`src/md5_pkg.sv`:
```
// MD5 stream hasher package: beat types, controller states, datapath command struct,
// round constant and shift functions. No dependencies.
`default_nettype none
package md5_pkg;

   typedef struct packed {
      logic [7:0] data_byte;
      logic       byte_valid;
      logic       is_last;
   } req_beat_type;

   typedef struct packed {
      logic [31:0] digest_word;
      logic [1:0]  word_index;
      logic        last_word;
   } rsp_beat_type;

   typedef enum logic [2:0] {
      ST_IDLE,
      ST_ROUND,
      ST_FOLD,
      ST_PAD,
      ST_EMIT
   } ctrl_state_type;

   // Commands from controller to datapath.
   typedef struct packed {
      logic       store_byte;   // write req byte at current position, count it
      logic       start_block;  // load a..d from chain, clear round counter
      logic       round_step;   // run one round
      logic       fold;         // add a..d into chain
      logic       pad_mark;     // write 0x80 at position and zero the rest
      logic       pad_clear;    // zero words 0..13
      logic       pad_length;   // write bit length into words 14 and 15
      logic       restart;      // restore initial chain and clear count
   } dp_cmd_type;

   typedef struct packed {
      logic [5:0] byte_pos;     // current byte position in the block
      logic [5:0] round_idx;
   } dp_status_type;

   localparam logic [31:0] IV0 = 32'h67452301;
   localparam logic [31:0] IV1 = 32'hefcdab89;
   localparam logic [31:0] IV2 = 32'h98badcfe;
   localparam logic [31:0] IV3 = 32'h10325476;

   function automatic logic [31:0] round_k(input logic [5:0] i);
      logic [31:0] k;
      unique case (i)
         6'd0:  k = 32'hd76aa478; 6'd1:  k = 32'he8c7b756;
         6'd2:  k = 32'h242070db; 6'd3:  k = 32'hc1bdceee;
         6'd4:  k = 32'hf57c0faf; 6'd5:  k = 32'h4787c62a;
         6'd6:  k = 32'ha8304613; 6'd7:  k = 32'hfd469501;
         6'd8:  k = 32'h698098d8; 6'd9:  k = 32'h8b44f7af;
         6'd10: k = 32'hffff5bb1; 6'd11: k = 32'h895cd7be;
         6'd12: k = 32'h6b901122; 6'd13: k = 32'hfd987193;
         6'd14: k = 32'ha679438e; 6'd15: k = 32'h49b40821;
         6'd16: k = 32'hf61e2562; 6'd17: k = 32'hc040b340;
         6'd18: k = 32'h265e5a51; 6'd19: k = 32'he9b6c7aa;
         6'd20: k = 32'hd62f105d; 6'd21: k = 32'h02441453;
         6'd22: k = 32'hd8a1e681; 6'd23: k = 32'he7d3fbc8;
         6'd24: k = 32'h21e1cde6; 6'd25: k = 32'hc33707d6;
         6'd26: k = 32'hf4d50d87; 6'd27: k = 32'h455a14ed;
         6'd28: k = 32'ha9e3e905; 6'd29: k = 32'hfcefa3f8;
         6'd30: k = 32'h676f02d9; 6'd31: k = 32'h8d2a4c8a;
         6'd32: k = 32'hfffa3942; 6'd33: k = 32'h8771f681;
         6'd34: k = 32'h6d9d6122; 6'd35: k = 32'hfde5380c;
         6'd36: k = 32'ha4beea44; 6'd37: k = 32'h4bdecfa9;
         6'd38: k = 32'hf6bb4b60; 6'd39: k = 32'hbebfbc70;
         6'd40: k = 32'h289b7ec6; 6'd41: k = 32'heaa127fa;
         6'd42: k = 32'hd4ef3085; 6'd43: k = 32'h04881d05;
         6'd44: k = 32'hd9d4d039; 6'd45: k = 32'he6db99e5;
         6'd46: k = 32'h1fa27cf8; 6'd47: k = 32'hc4ac5665;
         6'd48: k = 32'hf4292244; 6'd49: k = 32'h432aff97;
         6'd50: k = 32'hab9423a7; 6'd51: k = 32'hfc93a039;
         6'd52: k = 32'h655b59c3; 6'd53: k = 32'h8f0ccc92;
         6'd54: k = 32'hffeff47d; 6'd55: k = 32'h85845dd1;
         6'd56: k = 32'h6fa87e4f; 6'd57: k = 32'hfe2ce6e0;
         6'd58: k = 32'ha3014314; 6'd59: k = 32'h4e0811a1;
         6'd60: k = 32'hf7537e82; 6'd61: k = 32'hbd3af235;
         6'd62: k = 32'h2ad7d2bb; default: k = 32'heb86d391;
      endcase
      return k;
   endfunction

   function automatic logic [4:0] round_s(input logic [3:0] sel);
      logic [4:0] s;
      unique case (sel)
         4'd0: s = 5'd7;   4'd1: s = 5'd12;  4'd2: s = 5'd17;  4'd3: s = 5'd22;
         4'd4: s = 5'd5;   4'd5: s = 5'd9;   4'd6: s = 5'd14;  4'd7: s = 5'd20;
         4'd8: s = 5'd4;   4'd9: s = 5'd11;  4'd10: s = 5'd16; 4'd11: s = 5'd23;
         4'd12: s = 5'd6;  4'd13: s = 5'd10; 4'd14: s = 5'd15; default: s = 5'd21;
      endcase
      return s;
   endfunction

endpackage
`default_nettype wire

```
`src/md5_datapath.sv`:
```
// MD5 datapath: block buffer, chaining words, bit count and the round unit.
// Depends on md5_pkg.
`default_nettype none
module md5_datapath (
   input  wire logic                  clock,
   input  wire logic                  reset,
   input  wire logic [7:0]            data_byte,
   input  wire md5_pkg::dp_cmd_type   cmd,
   output md5_pkg::dp_status_type     status,
   output logic [31:0]                chain_word [4]
);
   import md5_pkg::*;

   logic [31:0] buf_ff [16];
   logic [31:0] chain_ff [4];
   logic [63:0] count_ff;
   logic [31:0] a_ff, b_ff, c_ff, d_ff;
   logic [5:0]  round_ff;

   logic [5:0]  pos;
   logic [1:0]  phase;
   logic [31:0] f_val, t_val, rot_val;
   logic [3:0]  g_idx;
   logic [4:0]  shamt;
   logic [63:0] rot_wide;

   assign pos   = count_ff[8:3];
   assign phase = round_ff[5:4];

   always_comb begin
      case (phase)
         2'd0: begin
            f_val = (b_ff & c_ff) | (~b_ff & d_ff);
            g_idx = round_ff[3:0];
         end
         2'd1: begin
            f_val = (b_ff & d_ff) | (c_ff & ~d_ff);
            g_idx = 4'((round_ff[3:0] * 3'd5) + 4'd1);
         end
         2'd2: begin
            f_val = b_ff ^ c_ff ^ d_ff;
            g_idx = 4'((round_ff[3:0] * 2'd3) + 4'd5);
         end
         default: begin
            f_val = c_ff ^ (b_ff | ~d_ff);
            g_idx = 4'(round_ff[3:0] * 3'd7);
         end
      endcase
      shamt    = round_s({phase, round_ff[1:0]});
      t_val    = a_ff + f_val + round_k(round_ff) + buf_ff[g_idx];
      rot_wide = {t_val, t_val} << shamt;
      rot_val  = rot_wide[63:32];
   end

   always_ff @(posedge clock) begin
      if (cmd.store_byte) begin
         buf_ff[pos[5:2]][pos[1:0]*8 +: 8] <= data_byte;
      end
      if (cmd.pad_mark) begin
         for (int w = 0; w < 16; w++) begin
            for (int l = 0; l < 4; l++) begin
               if (6'(w*4 + l) == pos) begin
                  buf_ff[w][l*8 +: 8] <= 8'h80;
               end else if (6'(w*4 + l) > pos && !(cmd.pad_length && w >= 14)) begin
                  // leave the length words to the length write
                  buf_ff[w][l*8 +: 8] <= 8'h00;
               end
            end
         end
      end
      if (cmd.pad_clear) begin
         for (int w = 0; w < 14; w++) begin
            buf_ff[w] <= '0;
         end
      end
      if (cmd.pad_length) begin
         buf_ff[14] <= count_ff[31:0];
         buf_ff[15] <= count_ff[63:32];
      end
   end

   always_ff @(posedge clock) begin
      if (reset) begin
         chain_ff <= '{IV0, IV1, IV2, IV3};
         count_ff <= '0;
         round_ff <= '0;
         a_ff <= '0; b_ff <= '0; c_ff <= '0; d_ff <= '0;
      end else begin
         if (cmd.store_byte) begin
            count_ff <= count_ff + 64'd8;
         end
         if (cmd.start_block) begin
            a_ff <= chain_ff[0]; b_ff <= chain_ff[1];
            c_ff <= chain_ff[2]; d_ff <= chain_ff[3];
            round_ff <= '0;
         end
         if (cmd.round_step) begin
            a_ff <= d_ff;
            d_ff <= c_ff;
            c_ff <= b_ff;
            b_ff <= b_ff + rot_val;
            round_ff <= round_ff + 6'd1;
         end
         if (cmd.fold) begin
            chain_ff[0] <= chain_ff[0] + a_ff;
            chain_ff[1] <= chain_ff[1] + b_ff;
            chain_ff[2] <= chain_ff[2] + c_ff;
            chain_ff[3] <= chain_ff[3] + d_ff;
         end
         if (cmd.restart) begin
            chain_ff <= '{IV0, IV1, IV2, IV3};
            count_ff <= '0;
         end
      end
   end

   assign status.byte_pos  = pos;
   assign status.round_idx = round_ff;
   assign chain_word = chain_ff;
endmodule
`default_nettype wire

```
`src/md5_ctrl.sv`:
```
// MD5 controller: sequences byte intake, compressions, padding and digest output.
// Depends on md5_pkg.
`default_nettype none
module md5_ctrl (
   input  wire logic                   clock,
   input  wire logic                   reset,
   input  wire logic                   req_valid,
   output logic                        req_stall,
   input  wire md5_pkg::req_beat_type  req_beat,
   output logic                        rsp_valid,
   input  wire logic                   rsp_stall,
   output logic [1:0]                  word_sel,
   input  wire md5_pkg::dp_status_type status,
   output md5_pkg::dp_cmd_type         cmd
);
   import md5_pkg::*;

   ctrl_state_type state_ff, state_in;
   logic last_ff, last_in;     // the block in flight ends the message
   logic pad2_ff, pad2_in;     // this block is the first of two pad blocks
   logic fin_ff, fin_in;       // the compression in flight is the final one
   logic [1:0] word_ff, word_in;
   logic accept;

   assign accept = req_valid && !req_stall;
   assign word_sel = word_ff;

   always_ff @(posedge clock) begin
      if (reset) begin
         state_ff <= ST_IDLE;
         last_ff  <= 1'b0;
         pad2_ff  <= 1'b0;
         word_ff  <= '0;
      end else begin
         state_ff <= state_in;
         last_ff  <= last_in;
         pad2_ff  <= pad2_in;
         word_ff  <= word_in;
      end
   end

   always_comb begin
      state_in  = state_ff;
      last_in   = last_ff;
      pad2_in   = pad2_ff;
      word_in   = word_ff;
      cmd       = '0;
      req_stall = 1'b1;
      rsp_valid = 1'b0;
      unique case (state_ff)
         ST_IDLE: begin
            req_stall = 1'b0;
            if (accept) begin
               cmd.store_byte = req_beat.byte_valid;
               if (req_beat.byte_valid && status.byte_pos == 6'd63) begin
                  cmd.start_block = 1'b1;
                  last_in  = req_beat.is_last;
                  state_in = ST_ROUND;
               end else if (req_beat.is_last) begin
                  state_in = ST_PAD;
               end
            end
         end
         ST_ROUND: begin
            cmd.round_step = 1'b1;
            if (status.round_idx == 6'd63) begin
               state_in = ST_FOLD;
            end
         end
         ST_FOLD: begin
            cmd.fold = 1'b1;
            if (pad2_ff) begin
               // second pad block: zeros then length
               pad2_in = 1'b0;
               cmd.pad_clear  = 1'b1;
               cmd.pad_length = 1'b1;
               state_in = ST_PAD;
            end else if (last_ff) begin
               // full data block that ends the message: pad from byte zero
               last_in  = 1'b0;
               state_in = ST_PAD;
            end else begin
               state_in = ST_IDLE;
            end
         end
         ST_PAD: begin
            // chain is settled; start the next compression on padded data
            cmd.start_block = 1'b1;
            state_in = ST_ROUND;
            if (!last_ff) begin
               // first visit: mark and decide on an extra block
               cmd.pad_mark = 1'b1;
               if (status.byte_pos >= 6'd56) begin
                  last_in = 1'b1;
                  pad2_in = 1'b1;
               end else begin
                  cmd.pad_length = 1'b1;
                  last_in = 1'b0;
                  pad2_in = 1'b0;
               end
            end else begin
               last_in = 1'b0;
            end
         end
         ST_EMIT: begin
            rsp_valid = 1'b1;
            if (!rsp_stall) begin
               word_in = word_ff + 2'd1;
               if (word_ff == 2'd3) begin
                  cmd.restart = 1'b1;
                  state_in = ST_IDLE;
               end
            end
         end
         default: state_in = ST_IDLE;
      endcase
      // final fold of a message goes to emission
      if (state_ff == ST_FOLD && !pad2_ff && !last_ff && fin_ff) begin
         state_in = ST_EMIT;
      end
   end

   always_comb begin
      fin_in = fin_ff;
      if (state_ff == ST_PAD) begin
         fin_in = !((!last_ff) && status.byte_pos >= 6'd56);
      end else if (state_ff == ST_FOLD && state_in == ST_EMIT) begin
         fin_in = 1'b0;
      end
   end
   always_ff @(posedge clock) begin
      if (reset) begin
         fin_ff <= 1'b0;
      end else begin
         fin_ff <= fin_in;
      end
   end
endmodule
`default_nettype wire

```
`src/md5_stream_hash.sv`:
```
// MD5 stream hasher. Send one byte per req beat (byte_valid=0 with is_last=1 closes an
// empty tail). A byte that does not fill the 64-byte block is taken without a stall. The
// byte that fills a block stalls the input through the 64 rounds on the single round unit
// and the fold (the load rides on the accepting edge). A last beat adds padding: one or
// two further compressions (pad setup, 64 rounds, fold), then four rsp beats (word_index
// 0..3, digest words little-endian). The state then restarts from the MD5 initial values.
// No clearing pass after reset.
`default_nettype none
module md5_stream_hash (
   input  wire logic                  clock,
   input  wire logic                  reset,
   input  wire logic                  req_valid,
   output logic                       req_stall,
   input  wire md5_pkg::req_beat_type req_beat,
   output logic                       rsp_valid,
   input  wire logic                  rsp_stall,
   output md5_pkg::rsp_beat_type      rsp_beat
);
   import md5_pkg::*;

   dp_cmd_type    cmd;
   dp_status_type status;
   logic [31:0]   chain_word [4];
   logic [1:0]    word_sel;

   md5_ctrl u_ctrl (
      .clock, .reset, .req_valid, .req_stall, .req_beat,
      .rsp_valid, .rsp_stall, .word_sel, .status, .cmd
   );

   md5_datapath u_dp (
      .clock, .reset, .data_byte(req_beat.data_byte), .cmd, .status, .chain_word
   );

   // drive the digest word straight from the held chain during emission
   assign rsp_beat.digest_word = chain_word[word_sel];
   assign rsp_beat.word_index  = word_sel;
   assign rsp_beat.last_word   = (word_sel == 2'd3);
endmodule
`default_nettype wire

```
`config.mk`:
```
export PLATFORM = sky130hd
export DESIGN_NAME = md5_stream_hash
export DESIGN_NICKNAME = d
export VERILOG_FILES = /design/src/md5_pkg.sv /design/src/md5_datapath.sv /design/src/md5_ctrl.sv /design/src/md5_stream_hash.sv
export SDC_FILE = /design/constraint.sdc
export NUM_CORES = 2
export LEC_CHECK = 0
export BUFFER_PORTS_ARGS = -buffer_cell sky130_fd_sc_hd__clkbuf_2
export CAP_MARGIN = 30
export CORE_MARGIN = 2
export CORE_UTILIZATION = 60
export DETAILED_ROUTE_END_ITERATION = 12
export PLACE_DENSITY = 0.81
export SYNTH_ARGS = -nofsm -noshare
export SYNTH_HDL_FRONTEND = slang
export SYNTH_SLANG_ARGS = --single-unit
```
`constraint.sdc`:
```
create_clock -name clock -period 28.5 [get_ports clock]
set_clock_uncertainty 0.2 [all_clocks]
set_input_delay 5.7 -clock clock [delete_from_list [all_inputs] [get_ports clock]]
set_output_delay 5.7 -clock clock [all_outputs]
set_load 0.005 [all_outputs]
```
# After elaboration in Yosys (flattened, before gate mapping)
# Memory sizes are Yosys's and may differ from the RTL's. A register that Yosys moved wholly into a read port is not among the register bits.
# Cells that the tools add are included.
# word_totals
in_bits,14
output_inout_bits,37
ram_bits,512
memories,3
rom_bits,2128
reg_bits,334
elab_cells,996
# op_classes
n_mul,3
reduce_logical,31
muxes,642
n_lt_le_gt_ge,66
shifts,3
add_sub_neg,14
n_eq_ne,77
n_bitwise,142
# mem_list
memory,depth,width,read_ports,rd_clocked_by_memory_dff,write_ports,line_no,rtl
(no name shown),64,32,1,1,0,md5_pkg.sv:50,unique case (i)
u_dp.buf_ff,16,32,1,0,16,md5_datapath.sv:14,logic [31:0] buf_ff [16];
(no name shown),16,5,1,1,0,md5_pkg.sv:89,unique case (sel)
# ops
op,n
two-way mux 8 bit,128
two-way mux 1 bit,475
two-way mux 32 bit,13
adder 32 bit,8
"== test 6 bit, first input constant",32
"greater-than comparator 6 bit, first input constant",32
bitwise AND 32 bit,4
OR 1 bit,128
"== test 5 x 6 -> 1 bit, first input constant",16
"greater-than comparator 5 x 6 -> 1 bit, first input constant",16
OR 32 bit,3
case mux 32 bit (3 select lines),1
XOR 32 bit,3
"adder 64 x 4 -> 64 bit, second input constant",1
binary-select mux 32 bit (select 2 bit),1
NOT 32 bit,2
<< shifter 64 x 5 -> 64 bit,1
"== test 4 x 6 -> 1 bit, first input constant",8
"greater-than comparator 4 x 6 -> 1 bit, first input constant",8
negation 5 -> 34 bit,1
"variable shift 8 x 34 -> 32 bit, first input constant",1
variable part select 8 x 34 -> 32 bit,1
OR reduction 32 bit,1
"== test 3 x 6 -> 1 bit, first input constant",4
other kinds (41),90

# Logic depth before layout (Yosys ltp)
# logic_depth
ltp_word,12
ltp_mapped,46
ltp_nobuf,43

# Hierarchy
# Synthesis repeated with hierarchy kept, for this count alone.
# hier_totals
hier_cells,7256
area_unflattened_um2,57276.2
# by_module_without_submodules
mod,area_per_inst_um2,seq_area_each_um2,cells_each,n_inst
md5_datapath,55941.2,18067.3,7153,1
md5_stream_hash,828.3,0.0,41,1
md5_ctrl,506.7,160.2,62,1

# Least setup slack after synthesis
# Ideal clock, no wire load.
# synth_timing
kind,flip-flop to flip-flop
startpoint,reg u_dp.round_ff[1]
endpoint,reg u_dp.b_ff[30]
synth_period_minus_slack_ns,10.015
n_path_buf,3
required_time_ns,28.170
arrival_ns,9.684
setup_ns,0.130
path_stages_with_launch,43
setup_slack_ns,18.485
cell_sequence,dfxtp_1 -> inv_1 -> ha_1 -> and3b_1 -> o21ai_0 -> and2_1 -> buf_2 -> buf_2 -> buf_1 -> mux4_2 -> nand2_1 -> a31oi_1 -> fa_1 -> inv_1 -> fa_1 -> inv_1 -> ha_1 -> a211oi_1 -> [... 7 more ...] -> mux2_2 -> nor2_1 -> a21oi_1 -> mux2_2 -> ha_1 -> fa_1 -> a21o_1 -> a21oi_1 -> nor2_1 -> o2111ai_1 -> a2111o_1 -> a31oi_1 -> nand2_1 -> o21a_1 -> o21ai_0 -> a2111o_1 -> a21oi_1 -> o41ai_1
# synth_via
elab_chain_cells,8
word_cells_on_any_way,11
cone_classes,add/sub: 4; mul: 3; shift: 1; mux: 2; memory: 1
# synth_lines
item,line_no,rtl
from (decl),md5_datapath.sv:18,logic [5:0] round_ff;
from (signal assigned),md5_datapath.sv:102,round_ff <= round_ff + 6'd1;
multiplier 4 x 2 -> 4 bit / multiplier 4 x 3 -> 4 bit (equally long branches),"md5_datapath.sv:42, md5_datapath.sv:38",
adder 4 x 3 -> 4 bit / adder 4 x 1 -> 4 bit (equally long branches),"md5_datapath.sv:42, md5_datapath.sv:38",
case mux 4 bit (3 select lines) *,md5_datapath.sv:31,case (phase)
memory (16 x 32 bit) *,--,
adder 32 bit *,md5_datapath.sv:50,t_val = a_ff + f_val + round_k(round_ff) + buf_ff[g_idx];
<< shifter 64 x 5 -> 64 bit *,md5_datapath.sv:51,"rot_wide = {t_val, t_val} << shamt;"
adder 32 bit *,md5_datapath.sv:101,b_ff <= b_ff + rot_val;
two-way mux 32 bit *,md5_datapath.sv:97,if (cmd.round_step) begin
to (signal assigned),md5_datapath.sv:93,a_ff <= chain_ff[0]; b_ff <= chain_ff[1];
to (signal assigned),md5_datapath.sv:101,
to (decl),md5_datapath.sv:17,"logic [31:0] a_ff, b_ff, c_ff, d_ff;"
# Every way passes the cells marked *; elsewhere a longest branch is shown, timed or not.
# A chain may end at the register's enable or synchronous reset.

# Worst setup path in the final report
# layout_timing
startpoint,reg u_dp.round_ff[4]
endpoint,reg u_dp.b_ff[30]
# layout_via
elab_chain_cells,8
word_cells_on_any_way,12
cone_classes,add/sub: 4; eq/ne: 2; shift: 1; mux: 3; reduce/logical: 1; memory: 1
# layout_lines
item,line_no
"== test 2 bit, or another cell as far along",md5_datapath.sv:31
case mux 32 bit (3 select lines),md5_datapath.sv:31
adder 32 bit (2 in a row),md5_datapath.sv:50
adder 32 bit *,md5_datapath.sv:50
<< shifter 64 x 5 -> 64 bit *,md5_datapath.sv:51
adder 32 bit *,md5_datapath.sv:101
two-way mux 32 bit *,md5_datapath.sv:97
# Marked as above.

==> flow_summary.ini <==
[critical_path]
critPathCaptureType = register
r2r_start = u_dp.round_ff[4]
cp_slowest_cell = buf_4
crit_family = compound AO/OA/AOI/OAI gates
start_kind = register
worst-path-buf-inv = 6
cp.required_ns = 28.84
crit_start = u_dp.round_ff[4]
path_max_fanout = 45
cpPeakStageDelay_ns = 0.79
critical_path_class = reg2reg
crit_top_cell = fa_1
arrival_ns = 13.08

[global_routing]
grtUsageTotal = 0.4078
grt_pass1_wl_um = 311200
grt_pass1_vias = 52420
grt.overflow.total = 0
grt_max_degree = 91
antenna_found_initial = 2

[layout]
area_delta_synth_final_pct = 7.463
design_area_mm2 = 0.06091
nNetsFinal = 7369
instances_no_fill = 8402
fillers = 7975
layout_commonest_cell = nor2_1
drive_gt1_frac = 0.07767
final_cell_mix = nor2_1, nand2_1, a21oi_1

[yosys]
avgSynthCellArea_um2 = 7.760
yosys_register_bits = 880
synthCells = 7304
synth_warnings = 0
synth_fp_nets = 7606
ys_seq_area_frac = 0.3216
async_flop_share = 0
netlist_area_mm2 = 0.05668
synth_top_area_share = 0.2893
synth-edff-count = 61
yosysUniqueCellTypes = 91
yosys.area.top_type = dfxtp_1
synth_flop_cell = dfxtp_1
synthTopCellsByArea = dfxtp_1, nor2_1, a21oi_1

[clocking]
ctsLongestPathBuffers = 3
h-tree-depth = 3
numCtsBuffers = 94
cts_hold_buf = 0
path_clk_slew_ns = 0.06
cts_setup_buffers = 0
clock-sinks = 880
cts.repair.resized = 0
clk_latency_ns = 0.74
root_buffer = clkbuf_16
cts_tree = built

[floorplanning]
ioPinCount = 51
rows = 112
start_util = 0.6064
die_w_um = 311.4
fp.dieH_um = 311.4
dieArea_mm2 = 0.09695
fp.coreArea_mm2 = 0.09347

[hold_path]
hold_class = reg2reg
hp-start = u_dp.buf_ff[11][28]

[detailed_routing]
dr.pass1.iters = 9
drt-initial-drc-count = 7621
vias = 56310
wl_per_cell_um = 24.36
routed_wl_um = 204700
drtAntennaViolNets = 0
drc = 0
viasPerCell = 6.702

[sta]
clock.fmax_ghz = 0.07849
setup_violations = 0
hold_viol = 0
slew_headroom = 0.2305
tns_ns = 0
rsz0062_at_grt = no
slew_viol_final = 0
fin_ws_ns = 15.76
period_share = 0.4470
tightest_slew_ns = 1.150
finalCriticalPeriod_ns = 12.74

[placed_design]
gp_congestion = 1.021
io_buffer_count = 50
dp.cells = 8219
preCtsSetupSlack_ns = 15.95
dpl_cell_area_mm2 = 0.05751
hpwl_um = 145200

[pwr]
p_leak_nw = 24.24
finalPower_w = 0.004180
peakVddDrop_mv = 0.07273
pwr_density_cell_mw_per_mm2 = 68.62

[flow_run]
drv_cap = 0

[run_status]
status = completed
## path summary, 6_finish.rpt
kind                                       endpoint  slack [ns]  cells after the start
worst max register to register        u_dp.b_ff[30]       15.76                     41
worst max-delay path                  u_dp.b_ff[30]       15.76                     41
worst min-delay path            u_dp.buf_ff[11][28]        0.26                      2
worst min register to register  u_dp.buf_ff[11][28]        0.26                      2
## cells in the mapped netlist, types with 14 or more instances
cell type,number
nand4_1,32
o21ai_0,396
o22ai_1,26
edfxtp_1,61
a311oi_1,116
nand2_1,1045
nor3b_1,15
nand3b_1,14
o21a_1,46
or3_1,36
nand3_1,103
o211ai_1,85
ha_1,219
mux2i_1,70
a21boi_0,15
a31oi_1,99
a211o_1,15
buf_1,51
mux2_2,22
nor2b_1,71
mux4_2,173
o311ai_0,17
a21o_1,80
a211oi_1,60
a21oi_1,848
o221ai_1,20
dfxtp_1,819
xnor2_1,168
a221oi_1,24
and3_1,66
fa_1,69
clkbuf_1,404
nand2b_1,44
a22oi_1,15
nor3_1,89
nor2_1,1259
o21ai_1,14
a32o_1,20
buf_2,23
and2_1,43
inv_1,227
o31ai_1,16
xor2_1,92
## stage by stage
stage | hold WS [ns] | utilization
detailed placement | 0.2472 | 0.6152
floorplan | 0.2331 | -
global route | 0.2697 | 0.6516
CTS | 0.2551 | 0.6512
finish | 0.2575 | 0.6517
global placement | 0.2380 | 0.6146
## cell type report
cell class | count | area [µm²] | area share
Multi-Input combinational cell | 5711 | 35870 | 0.5889
Inverter | 234 | 878.3 | 0.01442
Tap cell | 1254 | 1569 | 0.02576
Clock inverter | 40 | 639.4 | 0.01050
Timing Repair Buffer | 146 | 992.2 | 0.01629
Antenna cell | 2 | 5.005 | 0.00008216
Sequential cell | 880 | 18240 | 0.2994
Clock buffer | 135 | 2719 | 0.04464
## report_power, final
group	internal [W]	total, W	switching, W
Sequential	0.00131	0.00139	0.0000863
Clock	0.000779	0.00133	0.000555
Combinational	0.000570	0.00145	0.000883
Total	0.00266	0.00418	0.00152
## worst min-delay path, cell delays in order (launching register included)
cell	delay, ns
dfxtp_1	0.31
nand2_1	0.05
a21oi_1	0.05
## metal layers
metal	wire (µm)	GRT usage
met5	0	0
met3	21330	0.09071
met1	74910	0.4954
met4	16040	0.2704
met2	92420	0.6506
## flip-flops by register name (all words and copies together), names as in the netlist, 2 cells and up, named ones only
signal / flops
u_dp.a_ff: 32
u_dp.b_ff: 32
u_dp.round_ff: 6
u_dp.chain_word: 128
u_dp.count_ff: 61
u_ctrl.word_sel: 2
u_dp.shamt: 5
u_dp.c_ff: 32
u_dp.d_ff: 32
u_dp.buf_ff: 512
u_ctrl.state_ff: 3
## cell families after synthesis
group / share of synthesized area
simple gates: 0.2140
compound gates: 0.2172
flops: 0.3216
buf+inv: 0.04779
fa+ha+maj: 0.07271
mux: 0.08547
xor+xnor: 0.04126
No activity file was read; power rests on OpenSTA's default activity.
